[src/ffa_ram.sv]
// ----------------------------------------------------------------------------
// ffa_ram
// Generic single-write, single-read RAM with registered read data.
// ----------------------------------------------------------------------------
module ffa_ram #(
  parameter int unsigned WIDTH = 8,
  parameter int unsigned DEPTH = 16
) (
  input  logic                     clk_i,
  input  logic                     we_i,
  input  logic [$clog2(DEPTH)-1:0] waddr_i,
  input  logic [WIDTH-1:0]         wdata_i,
  input  logic [$clog2(DEPTH)-1:0] raddr_i,
  output logic [WIDTH-1:0]         rdata_o
);
  logic [WIDTH-1:0] mem_q [DEPTH];

  // Write port and registered read port
  always_ff @(posedge clk_i) begin
    if (we_i) begin
      mem_q[waddr_i] <= wdata_i;
    end
    rdata_o <= mem_q[raddr_i];
  end
endmodule

[config.mk]
export PLATFORM = sky130hd
export DESIGN_NAME = ffa_ram
export DESIGN_NICKNAME = d
export VERILOG_FILES = /design/src/ffa_ram.sv
export SDC_FILE = /design/constraint.sdc
export NUM_CORES = 1
export LEC_CHECK = 0
export BUFFER_PORTS_ARGS = -buffer_cell sky130_fd_sc_hd__buf_2
export CORE_MARGIN = 5
export CORE_UTILIZATION = 54
export CTS_BUF_LIST = sky130_fd_sc_hd__clkbuf_8 sky130_fd_sc_hd__clkbuf_16
export DETAILED_ROUTE_END_ITERATION = 10
export PLACE_DENSITY = 0.81
export SYNTH_ARGS = -nofsm -noshare
export SYNTH_HDL_FRONTEND = slang
export SYNTH_SLANG_ARGS = --single-unit
[constraint.sdc]
create_clock -name clk_i -period 2.2 [get_ports clk_i]
set_input_delay 0.66 -clock clk_i [delete_from_list [all_inputs] [get_ports clk_i]]
set_output_delay 0.66 -clock clk_i [all_outputs]
set_load 0.005 [all_outputs]
# --- Word level (Yosys, flattened, before mapping) ---
# Memories as Yosys holds them, arrays and structs flattened. A register that Yosys moved wholly into a read port is not among the register bits.
# Index checks and enable logic that the tools add are counted.
totals:
  output_inout_bits: 8
  input_bits: 18
  register_bits: 0
  ram_bits: 128
  wordCells: 3
  latchBits: 0
  mem_count: 1
  romBits: 0
mem_list:
  columns: ["name", "words", "width", "read_ports", "rd_clocked_by_memory_dff", "wr", "line", "rtl"]
  rows:
  - ["mem_q", 16, 8, 1, 1, 1, "16", "logic [WIDTH-1:0] mem_q [DEPTH];"]
op_classes:
  muxes: 2
  bitwise: 0
  addsub: 0
  multipliers: 0
  shift: 0
  eq_ne: 0
  n_div: 0
  order_cmp: 0
  n_reduce_logical: 0
ops:
  columns: ["operator", "n"]
  rows:
  - ["$mux W1", 2]

# --- Longest topological paths before layout ---
depth:
  depth_word: 2
  mapped_depth: 5
  mapped_depth_nobuf: 3

# --- Least setup slack after synthesis ---
# Ideal clock, no wire load.
synth_timing:
  path_type: "input port to flip-flop"
  start: "in waddr_i[2]"
  end: "mem mem_q[0][0] (enable)"
  required_ns: 1.817
  path_slack_ns: 0.047
  path_buffers: 0
  stages: 2
  t_arrival_ns: 1.770
  setup_ns: 0.383
  cell_sequence: "or3b_2 nor3_1"
synth_lines:
  columns: ["element", "line", "rtl"]
  rows:
  - ["from (decl)", "11", "input logic [$clog2(DEPTH)-1:0] waddr_i,"]
  - ["to (decl)", "16", null]
# Straight into the memory's write port.

# --- Final worst setup path ---
layout_timing:
  start: "reg rdata_o[0] (read register of mem_q)"
  end: "out rdata_o[0]"
layout_lines:
  columns: ["element", "line", "rtl"]
  rows:
  - ["from (decl)", "14", "output logic [WIDTH-1:0] rdata_o"]
# No word-level cell between the ends.

==> impl_metrics.env <==
export IMPL_status="completed"
export IMPL_r2r_start="mem_q[1][1]$_DFFE_PP_"
export IMPL_syn_area_mm2=0.00515
export IMPL_yosysMostFrequentCell="edfxtp_1"
export IMPL_rsz0062_at_grt="false"
export IMPL_min_period_over_period_pct=76.7
export IMPL_crit_start="rdata_o[0]$_DFF_P_"
export IMPL_fin_cells=430
export IMPL_synthArstFlopShare_pct=0
export IMPL_n_antenna_cell=0
export IMPL_fin_setup_tns_ps=0
export IMPL_overflow=0
export IMPL_holdWs_ps=524
export IMPL_yosysSeqAreaShare_pct=77.8
export IMPL_clk_pin_slew_worst_paths_ps=60
export IMPL_dieArea_mm2=0.0116
export IMPL_regArea_mm2=0.00400
export IMPL_power_density_mw_per_mm2=972
export IMPL_area_delta_synth_final_pct=19.5
export IMPL_critPathMaxFanout=1
export IMPL_syn_nets=247
export IMPL_synth_edf_count=128
export IMPL_combPwrFrac_pct=4.6
export IMPL_cts_sinks=136
export IMPL_antenna_found_initial=0
export IMPL_detail_route_wl_per_cell_um=24.4
export IMPL_setup_viol=0
export IMPL_rows=35
export IMPL_synthCells=229
export IMPL_clk_path_buf_depth=2
export IMPL_critPathArrivalTime_ps=1030
export IMPL_worst_slack_ps=513
export IMPL_place_gp_congestion=0.736
export IMPL_utilization_pct=66.3
export IMPL_internal_power_mw=4.74
export IMPL_slowest_delay_ps=370
export IMPL_final_nets=306
export IMPL_layout_min_cycle_time_ps=1690
export IMPL_crit_chain="buf_2"
export IMPL_track_usage_pct=19.8
export IMPL_seq_power_share_pct=48.7
export IMPL_fill_cells=624
export IMPL_htreeDepth=4
export IMPL_slew_viol_final=0
export IMPL_yosys_register_bits=136
export IMPL_dr_pass1_iters=5
export IMPL_cap_violations=0
export IMPL_p_total_mw=5.98
export IMPL_cts_setup_buffers=0
export IMPL_start_util_pct=55.4
export IMPL_drc_errors=0
export IMPL_fmax_mhz=593
export IMPL_synth_warnings=0
export IMPL_pin_count=26
export IMPL_drive_above_1_share_pct=33.2
export IMPL_final_area_mm2=0.00615
export IMPL_dp_hpwl_um=6440
export IMPL_holdBufCountCts=0
export IMPL_multiInputGateArea_mm2=0.00106
export IMPL_slew_headroom_pct=74.1
export IMPL_die_width_um=108
export IMPL_hold_path_startpoint="wdata_i[7]"
export IMPL_dr_first_iter_drc_count=210
export IMPL_grt_max_degree=18
export IMPL_synthFlopType="edfxtp_1"
export IMPL_required_ps=1540
export IMPL_core_mm2=0.00928
export IMPL_min_delay_path_class="in -> reg"
export IMPL_synth_common_cells="edfxtp_1 (128), mux4_2 (18), a22oi_1 (16), mux4_1 (14), nor2_1 (13)"
export IMPL_pre_cts_ws_ps=121
export IMPL_worst_pin_slew_ps=388
export IMPL_slowest_stage="dfxtp_1"
export IMPL_p_clk_share_pct=46.6
export IMPL_wl_um=10500
export IMPL_netlist_area_leader_share_pct=74.7
export IMPL_cts_resized=0
export IMPL_grt_pass1_vias=2610
export IMPL_die_h_um=108
export IMPL_cpLargestDelayFamily="flip-flops"
export IMPL_cts_root_buf="clkbuf_8"
export IMPL_power_net_switching_mw=1.24
export IMPL_ant_nets=0
export IMPL_peakVddDrop_mv=0.590
export IMPL_viasPerCell=5.97
export IMPL_yosysTopAreaCell="edfxtp_1"
export IMPL_synthTopCellsByArea="edfxtp_1 (75%), mux4_2 (7.9%), mux4_1 (7.1%)"
export IMPL_p_leak_nw=2.11
export IMPL_insertion_delay_ps=520
export IMPL_post_dp_cell_area_mm2=0.00556
export IMPL_path_buf_inv=1
export IMPL_skew_ps=13.0
export IMPL_grt_pass1_wl_um=15900
export IMPL_cts_made_buffers=17
export IMPL_startpoint_type="register"
export IMPL_swShare_pct=20.7
export IMPL_syn_avg_cell_area_um2=22.5
export IMPL_worst_setup_path_type="reg -> out"
export IMPL_hold_violations=0
export IMPL_io_buffers=25
export IMPL_cp_end_kind="output pin"
export IMPL_netlist_cell_type_count=19
export IMPL_cts_tree="done"
export IMPL_dp_cells=398
export IMPL_vias=2567
-- power groups by stage --
| stage | Combinational [mW] | Sequential (mW) | Clock [mW] |
|---|---|---|---|
| after CTS | 0.278 | 2.92 | 2.83 |
| after global placement | 0.262 | 2.97 | 0 |
| after global routing | 0.297 | 2.92 | 2.95 |
| after detailed placement | 0.272 | 2.97 | 0 |
| after floorplan | 0.147 | 2.96 | 0 |
| final | 0.277 | 2.92 | 2.79 |
-- metal layers --
layer	up-vias	global-route usage (%)	wire (um)
met5	-	0	0
met4	0	8.30	220
met3	16	6.96	832
met2	144	29.9	5240
met1	1317	26.4	4190
li1	1090	-	-
-- kinds of logic (layout without fill, tap and decap cells) --
| group | after synthesis | after routing | share of synthesized area (%) |
|---|---|---|---|
| flip-flops | 136 | 136 | 77.8 |
| AND/OR/NAND/NOR | 35 | 35 | 3.18 |
| multiplexers | 32 | 32 | 15.0 |
| AO/OA/AOI/OAI | 16 | 16 | 2.33 |
| buffers and inverters | 10 | 82 | 1.68 |
-- sequential cells by signal (all words and copies together) (netlist names) --
signal	count
mem_q	128
rdata_o	8
-- layout make-up --
type	instances	area share (%)
Clock buffer	17	6.73
Timing Repair Buffer	50	5.49
Clock inverter	15	2.91
Sequential cell	136	65.1
Tap cell	129	2.62
Multi-Input combinational cell	83	17.2
-- path summary, 6_finish.rpt --
kind	cells after the start	end	slack, ps
setup / recovery	1	rdata_o[0]	510
hold / removal	1	mem_q[13][7]$_DFFE_PP_	520
setup reg to reg	3	rdata_o[1]$_DFF_P_	790
hold reg to reg	3	rdata_o[2]$_DFF_P_	660
-- layout by cell type, fill, tap and decap left out, drive strengths merged --
cell and count:
nand2b 2, nand2 9, bufinv 3, nor2 13, clkinv 3, clkinvlp 6
inv 3, clkbuf 17, nand3b 2, buf 50, mux4 32, and2 1
nor2b 1, dfxtp 8, nand3 1, or3b 1, nor3 4, and2b 1
edfxtp 128, a22oi 16
-- worst register-to-register path, cell delays in order (launching register included) --
cell	delay, ps
edfxtp_1	390
mux4_1	510
a22oi_1	300
nand2_1	90
Note: power is estimated with default switching activity, not from simulation.
