**src/ffa_pkg.sv**
```systemverilog
// ----------------------------------------------------------------------------
// ffa_pkg
// Shared types, codes and constants of the first-fit heap allocator.
// ----------------------------------------------------------------------------
package ffa_pkg;

  // Fixed field widths and allocator constants
  localparam int unsigned DATA_W          = 32;
  localparam int unsigned MAX_BLOCKS_DEF  = 64;
  localparam int unsigned HEADER_BYTES    = 16;
  localparam int unsigned ADDR_BITS       = 32;
  // Width of break + header + size, wide enough never to wrap
  localparam int unsigned NB_W            = DATA_W + 2;

  localparam logic [DATA_W-1:0] HEAP_BASE_RST  = 32'd65536;
  localparam logic [DATA_W-1:0] HEAP_LIMIT_RST = 32'd131072;

  // Configuration register indexes
  localparam int unsigned CFG_IDX_W = 1;
  localparam logic [CFG_IDX_W-1:0] CFG_HEAP_BASE  = 1'b0;
  localparam logic [CFG_IDX_W-1:0] CFG_HEAP_LIMIT = 1'b1;

  typedef enum logic [0:0] {
    OP_ALLOC = 1'b0,
    OP_FREE  = 1'b1
  } op_e;

  typedef enum logic [2:0] {
    ST_OK      = 3'd0,
    ST_NULL    = 3'd1,
    ST_LIMIT   = 3'd2,
    ST_FULL    = 3'd3,
    ST_UNKNOWN = 3'd4
  } status_e;

  typedef struct packed {
    op_e               operation;
    logic [DATA_W-1:0] request_size;
    logic [DATA_W-1:0] user_address;
  } req_t;

  typedef struct packed {
    logic [DATA_W-1:0] result_address;
    status_e           status;
  } rsp_t;

  // One block table entry as stored in the RAM
  typedef struct packed {
    logic [DATA_W-1:0] start;
    logic [DATA_W-1:0] size;
    logic              free;
  } entry_t;

endpackage

```
**src/ffa_match.sv**
```systemverilog
// ----------------------------------------------------------------------------
// ffa_match
// Shared compare unit: tests one table entry against the pending request.
// ----------------------------------------------------------------------------
module ffa_match (
  input  ffa_pkg::op_e                 op_i,
  input  logic [ffa_pkg::DATA_W-1:0]   req_size_i,
  input  logic [ffa_pkg::DATA_W-1:0]   req_addr_i,
  input  ffa_pkg::entry_t              entry_i,
  output logic                         hit_o,
  output logic [ffa_pkg::DATA_W-1:0]   user_addr_o
);
  import ffa_pkg::*;

  logic [DATA_W:0] user_addr_full;

  // User address sits one header past the block start
  assign user_addr_full = {1'b0, entry_i.start} + (DATA_W+1)'(HEADER_BYTES);
  assign user_addr_o    = user_addr_full[DATA_W-1:0];

  // Allocate looks for a free block large enough; free looks for the address
  always_comb begin
    unique case (op_i)
      OP_ALLOC: hit_o = entry_i.free && (entry_i.size >= req_size_i);
      OP_FREE:  hit_o = (user_addr_full == {1'b0, req_addr_i});
      default:  hit_o = 1'b0;
    endcase
  end
endmodule

```
**config.mk**
```make
export PLATFORM = sky130hd
export DESIGN_NAME = ffa_match
export DESIGN_NICKNAME = d
export VERILOG_FILES = /design/src/ffa_pkg.sv /design/src/ffa_match.sv
export SDC_FILE = /design/constraint.sdc
export NUM_CORES = 1
export LEC_CHECK = 0
export BUFFER_PORTS_ARGS = -buffer_cell sky130_fd_sc_hd__buf_2
export CORE_MARGIN = 5
export CORE_UTILIZATION = 45
export DETAILED_ROUTE_END_ITERATION = 10
export GPL_ROUTABILITY_DRIVEN = 1
export PLACE_DENSITY = 0.92
export SLEW_MARGIN = 20
export SYNTH_ARGS = -nofsm -noshare
export SYNTH_HDL_FRONTEND = slang
export SYNTH_SLANG_ARGS = --single-unit
export TNS_END_PERCENT = 5
```
**constraint.sdc**
```tcl
create_clock -name vclk -period 6.4
set_input_delay 0.32 -clock vclk [all_inputs]
set_output_delay 0.32 -clock vclk [all_outputs]
set_load 0.03 [all_outputs]
```
* Word-level counts from Yosys, hierarchy flattened *
Index checks and enable logic that the tools add are counted.

word-level totals
  bits in registers = 0
  input bits = 130
  output and inout bits = 33
  word-level logic and storage cells = 6

operators by class
  add/subtract/negate cells = 1
  magnitude comparators = 1
  equal/unequal tests = 1
  muxes and demuxes = 1
  bitwise gates (word level) = 1
  reduce and logical (&&, ||, !) cells = 1

operator list
  cell                   count
  $add 32x5->33 const B  1
  $eq 33x32->1           1
  $ge 32x32->1           1
  $pmux 1 s2             1
  $logic_and 1x1->1      1
  $not 1->1              1

* Logic depth before layout (Yosys ltp) *
  word-level depth = 3
  depth in mapped cells = 10
  depth with buffers taken out = 10

* Worst setup path after synthesis *
Ideal clock, no wire load.

  path type = in2out
  from = in entry_i[37] in the netlist's numbering
  to = out hit_o
  arrival = 3302 ps
  required time = 6080 ps
  path slack = 2778 ps
  stages = 9
  buffers on the path = 0
  cells stage by stage = ha_1 -> nand4_1 -> nor2_1 -> and4_1 -> xor2_1 -> xor2_1 -> or4_1 -> or4_1 -> o31ai_2

between the ends
  longest elaborated chain between the ends = 3

ends and longest elaborated chain
  what                            RTL line         text
  from (decl)                     ffa_match.sv:9   input ffa_pkg::entry_t entry_i,
  $add 32x5->33                   ffa_match.sv:18  assign user_addr_full = {1'b0, entry_i.start} + (DATA_W+1)'(HEADER_BYTES);
  named net user_addr_o, one bit  ffa_match.sv:11  output logic [ffa_pkg::DATA_W-1:0] user_addr_o
  $eq 33x32->1                    ffa_match.sv:25  OP_FREE: hit_o = (user_addr_full == {1'b0, req_addr_i});
  $pmux 1 s2                      ffa_match.sv:23  unique case (op_i)
  to (decl)                       ffa_match.sv:10  output logic hit_o,

The timed path passes the listed nets, and every way through them passes these cells.

* Worst setup path in the final report *
  from = in entry_i[37] in the netlist's numbering
  to = out hit_o

between the ends
  longest elaborated chain between the ends = 3

ends and longest elaborated chain
  what           RTL line
  $add 32x5->33  ffa_match.sv:18
  $eq 33x32->1   ffa_match.sv:25
  $pmux 1 s2     ffa_match.sv:23

No other way between the ends.

==> results by group <==
Run status
  • Status: completed

GRT
  • Total gr overflow: 0
  • Pin count of the biggest net entering global routing: 9
  • All-Layer GR Usage: 21.2%
  • Via count of the first global-routing pass: 2604
  • Antenna violations before repair: 0
  • First-pass GRT wire length: 11200 um

Final layout
  • Final Instance Area: 2900 um2
  • FILL cells: 373
  • Share of final-layout standard cells stronger than drive strength 1: 40.7%
  • Diodes inserted: 0
  • Sequential cell count: 0
  • Growth of design area from synthesis to finish: 40.2%
  • Number of nets in the layout: 600
  • Clock buf count: 0
  • Multi-input gate area in the final layout: 1880 um2
  • Most frequent standard cell in the layout excluding fill and tap cells: buf_2
  • Most frequent cells in the layout: buf_2, inv_1, xor2_1
  • Register cell area after layout: 0 um2

Routing
  • Average wire per cell in the routed design: 14.4 um
  • Average via count per standard cell: 5.33
  • Antenna Nets Post-Route: 0
  • Iter 0 DRT Violations: 32
  • DRC viols: 0
  • First-pass iteration count of the detailed router: 4
  • Detailed-route wire length: 7010 um
  • Via total after detailed routing: 2595

Placement
  • Post-detailed-placement half-perimeter wirelength: 6450 um
  • Placement-stage cell area: 2900 um2
  • Port Buffer Count: 163
  • Final GP Congestion: 0.852

STA
  • Pin slew with the least headroom to its limit: 0.486 ns
  • Maximum operating frequency: 0.288 GHz
  • Slew Limit Headroom: 67.2%
  • Part of the cycle the worst path needs: 54.3%
  • Setup Viol. Count Final: 0
  • Unrepaired setup endpoints after global routing: false
  • Hold violation count in the final report: 0
  • Final Slew Violations: 0
  • Final Critical Period: 3.48 ns
  • Total negative slack for setup checks: 0 ns

Pwr
  • Highest ir drop seen on vdd: 0.0000408 V
  • Pwr/cell area: 61.8 nW/um2
  • Static leakage power: 0.00165 uW

Clock tree
  • Number of buffers inserted by post-CTS setup repair: 0
  • CTS hold repair buffers: 0
  • PostCTS Resize Cnt: 0

Die
  • Core outline area: 4410 um2
  • Initial cell density of the core: 46.9%
  • Die Span Y: 77.8 um
  • Total Die Area: 6060 um2
  • Die X-Extent: 77.8 um
  • Number of top-level pins: 163
  • Std cell rows: 24

Synthesis
  • Part of the Yosys area used for sequential elements: 0%
  • Distinct cell type count of the synthesized netlist: 47
  • Count of warnings emitted by yosys: 0
  • Post-Syn Area: 2070 um2
  • Per-instance average area after synthesis: 7.40 um2
  • Instance count of the mapped netlist: 280
  • Total nets after synthesis: 443

Hold path
  • Hold depth: 2
  • Kind of path behind the tightest hold check: primary input to output port
  • Terminating pin of the worst hold path: user_addr_o[2]
  • Hold Path Origin: entry_i[35]

Critical path
  • WP data arrival: 3.16 ns
  • Category of the worst setup path launch point: primary input
  • Maximum fanout along the worst path: 6
  • Kind of end point of the critical path: output port
  • Data required time of the critical path: 6.08 ns
  • Critical path class: primary input to output port

Run
  • Number of violations of the max-capacitance limit: 0
## cells in the mapped netlist, types with 5 or more instances
master   count  area (um2)
xor2_1      35         307
o21ai_0     14        70.1
a21oi_1      8        40.0
ha_1        33         413
inv_1       38         143
xnor2_1     25         219
a21o_1       9        67.6
and3_1       5        31.3
nand4_1     15        93.8
nor2_1      11        41.3
nor3_1       5        25.0
nand3_1      9        45.0
nand2_1     11        41.3
## critical path, stage by stage
cell,delay (ns)
buf_2,0.12
ha_1,0.24
nand4_1,0.13
nor2_1,0.33
and4_1,0.26
xor2_1,0.22
xor2_1,0.09
or4_1,0.47
or4_1,0.55
o31ai_2,0.18
buf_2,0.23
## cell families (layout without fill, tap and decap cells)
family | Yosys count | count (layout) | synth area share [%]
buf+inv | 46 | 201 | 9.18
mux | 3 | 3 | 1.45
simple gates | 93 | 93 | 29.5
compound gates | 45 | 45 | 14.5
xor+xnor | 60 | 60 | 25.4
fa+ha+maj | 33 | 33 | 19.9
## power by group
group	internal (uW)	switching (uW)	total, uW
sequential	0	0	0
clock	0	0	0
combinational	80.4	99.2	180
## final cells by class
class                           instances  area share (%)
Tap cell                               52            2.24
Timing Repair Buffer                  163            28.1
Multi-Input combinational cell        234            64.8
Inverter                               38            4.91
## layer usage
layer / global-route usage (%) / vias up / share of wire, %
met3: 2.89 / 14 / 8.3
met1: 23.2 / 1165 / 36
met2: 42.5 / 112 / 53
met4: 3.95 / 0 / 2.0
met5: 0 / - / 0
li1: - / 1304 / -
## worst max-delay path by stage
stage / slack, ns / start / cells after the start / end
after floorplan: 2.78 / entry_i[37] / 9 / hit_o
after global placement: 3.02 / entry_i[37] / 11 / hit_o
after detailed placement: 2.95 / entry_i[37] / 11 / hit_o
after CTS: 2.94 / entry_i[37] / 11 / hit_o
after global routing: 2.69 / entry_i[37] / 11 / hit_o
final: 2.92 / entry_i[37] / 11 / hit_o
## per-stage QoR
| step | hold slack [ns] | power [uW] | cells | worst slack [ns] | utilization (%) |
|---|---|---|---|---|---|
| after global placement | 0.916 | 173 | 487 | 3.02 | 65.8 |
| after global routing | 0.923 | 199 | 487 | 2.69 | 65.8 |
| final | 0.915 | 180 | 487 | 2.92 | 65.8 |
| after floorplan | 0.750 | 102 | 280 | 2.78 | - |
| after CTS | 0.916 | 181 | 487 | 2.94 | 65.8 |
| after detailed placement | 0.916 | 180 | 487 | 2.95 | 65.8 |
(Power assumes the default switching activity.)
